`src/blps_pkg.sv`:
```
// Shared types, constants and the sine table for the bitcrush LFO pitch shifter.
// Used by blps_seq, blps_datapath and the top level; depends on nothing else.
package blps_pkg;

    // Ring and pointer geometry
    localparam int RING_DEPTH = 512;
    localparam int RING_AW    = $clog2(RING_DEPTH);
    localparam int FRAC_BITS  = 16;
    localparam int PTR_W      = RING_AW + FRAC_BITS;
    localparam int SAMPLE_W   = 12;
    localparam int SAMPLE_MAX = 4095;

    // LFO and modulation arithmetic
    localparam int PHASE_W     = 32;
    localparam int SINE_AW     = 8;
    localparam int SINE_W      = 8;
    localparam int STEP_W      = 20;
    localparam int MAG_W       = 23;
    localparam int QUOT_W      = 17;
    localparam int SINE_SCALE  = 127;
    localparam int RECIP_SHIFT = 30;
    localparam logic [23:0] RECIP_MUL = 24'((2 ** RECIP_SHIFT) / SINE_SCALE);

    // Configuration register widths and reset values
    localparam int CRUSH_W   = 5;
    localparam int PITCH_W   = 18;
    localparam int DEPTH_W   = 16;
    localparam int LFO_INC_W = 32;
    localparam logic [CRUSH_W-1:0]   CRUSH_RESET   = 5'd1;
    localparam logic [PITCH_W-1:0]   PITCH_RESET   = 18'd65536;
    localparam logic [DEPTH_W-1:0]   DEPTH_RESET   = 16'd0;
    localparam logic [LFO_INC_W-1:0] LFO_INC_RESET = 32'd486948;

    typedef enum logic [1:0] {
        REG_CRUSH   = 2'd0,
        REG_PITCH   = 2'd1,
        REG_DEPTH   = 2'd2,
        REG_LFO_INC = 2'd3
    } reg_idx_t;

    // Microcode
    localparam int UC_STEP_W = 4;

    typedef enum logic [3:0] {
        OP_NOP,
        OP_LATCH,
        OP_SINE_WRITE,
        OP_MUL_DEPTH,
        OP_MUL_RECIP,
        OP_CORRECT,
        OP_STEP_SUM,
        OP_PTR_ADV,
        OP_READ0,
        OP_READ1,
        OP_MUL_FRAC,
        OP_EMIT
    } op_t;

    typedef enum logic [1:0] {
        COND_NONE,
        COND_WAIT_IN,
        COND_WAIT_OUT
    } cond_t;

    typedef struct packed {
        op_t                  op;
        cond_t                cond;
        logic                 jump;
        logic [UC_STEP_W-1:0] target;
    } ucode_t;

    typedef struct packed {
        op_t  op;
        logic fire;
    } seq_ctl_t;

    typedef struct packed {
        logic [CRUSH_W-1:0]   crush;
        logic [PITCH_W-1:0]   pitch;
        logic [DEPTH_W-1:0]   depth;
        logic [LFO_INC_W-1:0] lfo_inc;
    } cfg_t;

    // trunc(127*sin(pi/2 * m/64)) for m = 0..64
    localparam logic [6:0] QUARTER_SINE [65] = '{
        7'd0,   7'd3,   7'd6,   7'd9,   7'd12,  7'd15,  7'd18,  7'd21,
        7'd24,  7'd27,  7'd30,  7'd33,  7'd36,  7'd39,  7'd42,  7'd45,
        7'd48,  7'd51,  7'd54,  7'd57,  7'd59,  7'd62,  7'd65,  7'd67,
        7'd70,  7'd73,  7'd75,  7'd78,  7'd80,  7'd82,  7'd85,  7'd87,
        7'd89,  7'd91,  7'd94,  7'd96,  7'd98,  7'd100, 7'd102, 7'd103,
        7'd105, 7'd107, 7'd108, 7'd110, 7'd112, 7'd113, 7'd114, 7'd116,
        7'd117, 7'd118, 7'd119, 7'd120, 7'd121, 7'd122, 7'd123, 7'd123,
        7'd124, 7'd125, 7'd125, 7'd126, 7'd126, 7'd126, 7'd126, 7'd126,
        7'd127
    };

    // Full-cycle sine from the quarter table: mirror odd quadrants, negate the lower half
    function automatic logic signed [SINE_W-1:0] sine_lookup(input logic [SINE_AW-1:0] idx);
        logic [1:0]        quad;
        logic [5:0]        rem;
        logic [6:0]        m;
        logic [SINE_W-1:0] mag;
        quad = idx[SINE_AW-1:SINE_AW-2];
        rem  = idx[5:0];
        m    = quad[0] ? (7'd64 - {1'b0, rem}) : {1'b0, rem};
        mag  = {1'b0, QUARTER_SINE[m]};
        return quad[1] ? $signed(-mag) : $signed(mag);
    endfunction

endpackage

```
`src/blps_seq.sv`:
```
// Microcode sequencer: step counter, program table and wait/jump control.
// Depends on blps_pkg for the control word and op codes.
module blps_seq
    import blps_pkg::*;
(
    input  logic     clk,
    input  logic     rst_n,
    input  logic     in_valid,
    input  logic     out_busy,
    output logic     in_ready,
    output seq_ctl_t ctl
);

    localparam logic [UC_STEP_W-1:0] STEP_FIRST = '0;

    logic [UC_STEP_W-1:0] step_reg;
    logic [UC_STEP_W-1:0] step_next;
    ucode_t               word;
    logic                 stall;

    // Program: one control word per step
    function automatic ucode_t ucode(input logic [UC_STEP_W-1:0] step);
        ucode_t w;
        w = '{op: OP_NOP, cond: COND_NONE, jump: 1'b0, target: STEP_FIRST};
        unique case (step)
            4'd0:    w.op = OP_LATCH;
            4'd1:    w.op = OP_SINE_WRITE;
            4'd2:    w.op = OP_MUL_DEPTH;
            4'd3:    w.op = OP_MUL_RECIP;
            4'd4:    w.op = OP_CORRECT;
            4'd5:    w.op = OP_STEP_SUM;
            4'd6:    w.op = OP_PTR_ADV;
            4'd7:    w.op = OP_READ0;
            4'd8:    w.op = OP_READ1;
            4'd9:    w.op = OP_MUL_FRAC;
            4'd10:   w.op = OP_EMIT;
            default: w.op = OP_NOP;
        endcase
        if (step == 4'd0)
        begin
            w.cond = COND_WAIT_IN;
        end
        if (step == 4'd10)
        begin
            w.cond = COND_WAIT_OUT;
        end
        if (step >= 4'd10)
        begin
            w.jump = 1'b1;
        end
        return w;
    endfunction

    // Decode the current word and pick the next step
    always_comb
    begin
        word  = ucode(step_reg);
        stall = ((word.cond == COND_WAIT_IN) && !in_valid) ||
                ((word.cond == COND_WAIT_OUT) && out_busy);
        if (stall)
        begin
            step_next = step_reg;
        end
        else if (word.jump)
        begin
            step_next = word.target;
        end
        else
        begin
            step_next = step_reg + 1'b1;
        end
        ctl.op   = word.op;
        ctl.fire = !stall;
        in_ready = (word.cond == COND_WAIT_IN);
    end

    // Step counter
    always_ff @(posedge clk or negedge rst_n)
    begin
        if (!rst_n)
        begin
            step_reg <= STEP_FIRST;
        end
        else
        begin
            step_reg <= step_next;
        end
    end

    // An accepted beat starts the program
    a_accept_starts: assert property (@(posedge clk) disable iff (!rst_n)
        (in_valid && in_ready) |=> (step_reg == 4'd1))
        else $error("sequencer did not advance after input beat");

    // The emit step holds while the output register is still occupied
    a_emit_holds: assert property (@(posedge clk) disable iff (!rst_n)
        (word.cond == COND_WAIT_OUT && out_busy) |=> $stable(step_reg))
        else $error("sequencer left emit step while output busy");

    // Input is only offered at the start of the program
    a_ready_at_start: assert property (@(posedge clk) disable iff (!rst_n)
        in_ready |-> (step_reg == STEP_FIRST))
        else $error("input ready outside the first step");

endmodule

```
`config.mk`:
```
export PLATFORM = sky130hd
export DESIGN_NAME = blps_seq
export DESIGN_NICKNAME = d
export VERILOG_FILES = /design/src/blps_pkg.sv /design/src/blps_seq.sv
export SDC_FILE = /design/constraint.sdc
export NUM_CORES = 1
export LEC_CHECK = 0
export BUFFER_PORTS_ARGS = -buffer_cell sky130_fd_sc_hd__buf_2
export CORE_AREA = 2 2 39 41
export CTS_CLUSTER_SIZE = 14
export DETAILED_ROUTE_END_ITERATION = 8
export DIE_AREA = 0 0 41 43
export GPL_ROUTABILITY_DRIVEN = 0
export GPL_TIMING_DRIVEN = 0
export HOLD_SLACK_MARGIN = 0.05
export PLACE_DENSITY_LB_ADDON = 0.3
export SYNTH_ARGS = -nofsm -noshare
export SYNTH_HDL_FRONTEND = slang
export SYNTH_SLANG_ARGS = --single-unit
```
`constraint.sdc`:
```
create_clock -name clk -period 1.7 [get_ports clk]
set_clock_uncertainty 0.05 [all_clocks]
set_input_delay 0.085 -clock clk [delete_from_list [all_inputs] [get_ports clk]]
set_output_delay 0.085 -clock clk [all_outputs]
set_load 0.02 [all_outputs]
```
==> results.cfg <==
[drt]
first_iter_violations = 8
route.detailed.drc = 0
vias = 296
routed_wl_um = 697
via_per_inst = 4.29
drt_first_pass_iters = 2
wl_per_cell_um = 10.1
drtAntennaViolNets = 0

[worst_setup_path]
critPathKind = register to output pin
required_ps = 1560
endpoint_kind = output pin
cp_top_family = simple AND/OR/NAND/NOR gates
reg2reg_slack_ps = 80
slowest_stage = or4b_4
startpoint_type = register
r2r-start = step_reg[0]$_DFFE_PN0N_
path_max_fanout = 2
max_stage_delay_ps = 460
rr_worst_depth = 6
crit_arrival_ps = 1560
worstPathCellList = inv_2, ha_4, or4b_4, o21a_4, buf_6
critPathBufInv = 2
startpoint = step_reg[0]$_DFFE_PN0N_
r2r_end = step_reg[1]$_DFFE_PN0N_

[placement]
portBuffers = 9
dpl.cell_count = 58
dpl-instance-area_um2 = 389

[final_layout]
antenna_cells = 0
finalNetCount = 64
layout.cells.non_filler = 69
area_growth_pct = 52.9
post-route-cell-area_um2 = 495
finish.utilization = 0.358
drive_above_1_share = 0.528
largest_reg_flops = 4

[synth]
synth-simple-area-share = 0.151
synth-seq-cells = 4
yosysTopAreaCell = dfrtp_1
syn_area_um2 = 324
syn_inst = 33
synth-compound-area-share = 0.232
avgSynthCellArea_um2 = 9.82
synth_top_family_by_area = compound AO/OA/AOI/OAI gates
synth_nets = 42
synth-seq-area-share = 0.309
ys_types = 20
yosys.area.top_type_share = 0.309
synthAdderAreaFrac = 0.193
synthMuxAreaShare = 0.0309
synth.top_cells.by_area = dfrtp_1 (31%), ha_1 (19%), a21oi_1 (4.6%), o21a_4 (4.6%), or4b_4 (4.2%)
synth_xor_area_frac = 0
ys_warn_count = 0

[run_status]
status = completed

[grt]
grt_pass1_wl_mm = 1.06
antenna_found_initial = 0
grt_pass1_vias = 289
grt-ovfl-total = 0
grt.total_usage = 0.0908
grt_max_degree = 10

[floorplanning]
die_height_um = 43
initial_core_util = 0.234
row_count = 14
fp.dieArea_um2 = 1760
num_io_pins = 10
core_um2 = 1380
die_width_um = 41

[sta]
rsz0062_at_grt = yes
post-route-period-util = 0.997
period_minus_slack_ps = 1690
max_slew.worst_pin.slew_ps = 334
slew_headroom = 0.775
hold_violations = 0
setup_viol = 0
holdWs_ps = 132
fmax_mhz = 590
drv_slew = 0

[clock_network]
cts_tree = built
path_clk_slew_ps = 40
numCtsBuffers = 3
cts_sinks = 4
htree_levels = 1
clock_latency_ps = 230
clockBufferDepth = 2
clockRootBuffer = clkbuf_4

[power_and_ir_drop]
vdd_drop_max_v = 0.000672
power_density_nw_per_um2 = 2250
p_leak_nw = 0.247

[job]
drv_cap = 0

[worst_hold_path]
hp-class = input port to asynchronous set/reset pin
## cells by family after synthesis
group | count (synthesis)
AND/OR/NAND/NOR | 8
multiplexers | 1
buffers and inverters | 5
flip-flops | 4
adder cells (fa/ha/maj) | 5
AO/OA/AOI/OAI | 10
## routing by layer
layer	global-route usage	routed length [um]
met1	0.0980	326
met2	0.134	334
met3	0.0576	37
met4	0.0400	0
met5	0	0
## cells in the mapped netlist
cell	n
a21boi_0	1
or4b_4	1
mux2i_1	1
and3_1	1
nand2_1	3
o22ai_1	1
a211oi_1	1
o31ai_1	1
o32ai_1	1
nand2b_1	1
nor3b_1	1
a21oi_1	3
buf_6	1
inv_1	3
o21a_4	1
ha_1	5
nor2_1	1
buf_2	1
o21a_1	1
dfrtp_1	4
## metrics by stage
step	total power, W	TNS [ps]	setup WS (ps)
2_1_floorplan	0.000672	0	137
3_3_place_gp	0.000839	0	53.3
3_5_place_dp	0.000846	0	57.8
4_1_cts	0.00108	-6.92	-6.92
5_1_grt	0.00122	-77.9	-40.7
6_report	0.00111	0	5.82
## worst reg2reg max path, delay by kind of cell, from the launching register on
family | cells | cell delay, ps
adder cells (fa/ha/maj) | 1 | 130
AO/OA/AOI/OAI | 1 | 140
flip-flops | 1 | 400
AND/OR/NAND/NOR | 1 | 460
multiplexers | 1 | 110
buffers and inverters | 2 | 210
## repair_timing
item / CTS / global route
resized for setup: 6 / 2
hold endpoints to repair: 4 / 0
setup endpoints to repair: 1 / 1
buffers inserted: 6 / 1
cloned: 0 / 0
hold buffers: 1 / 0
## area by class of cell
cell class / instances / area [um2]
Buffer: 2 / 16.3
Sequential cell: 4 / 103
Tap cell: 16 / 20.0
Fill cell: 149 / 888
Inverter: 3 / 11.3
Multi-Input combinational cell: 24 / 209
Clock buffer: 3 / 22.5
Timing Repair Buffer: 17 / 114
## placed cells by master, fill, tap and decap left out, drive strengths merged, types with 2 or more instances in the layout
master,count
buf,18
o21a,2
clkbuf,3
ha,5
a21oi,3
inv,3
dfrtp,4
nand2,3
## worst max-delay path by stage
stage / endpoint / slack [ps] / cells past startpoint
global placement: step_reg[1]$_DFFE_PN0N_ / 50 / 5
CTS: ctl[0] / -7 / 5
detailed placement: step_reg[1]$_DFFE_PN0N_ / 60 / 5
finish: ctl[0] / 6 / 5
global route: ctl[0] / -40 / 5
floorplan: step_reg[1]$_DFFE_PN0N_ / 140 / 5
## power breakdown
| part | leakage, nW | internal (W) | switching [W] |
|---|---|---|---|
| Combinational | 0.186 | 0.000383 | 0.000434 |
| Clock | 0.0138 | 0.0000788 | 0.0000367 |
| Sequential | 0.0473 | 0.000152 | 0.0000274 |
(Power assumes the default switching activity.)
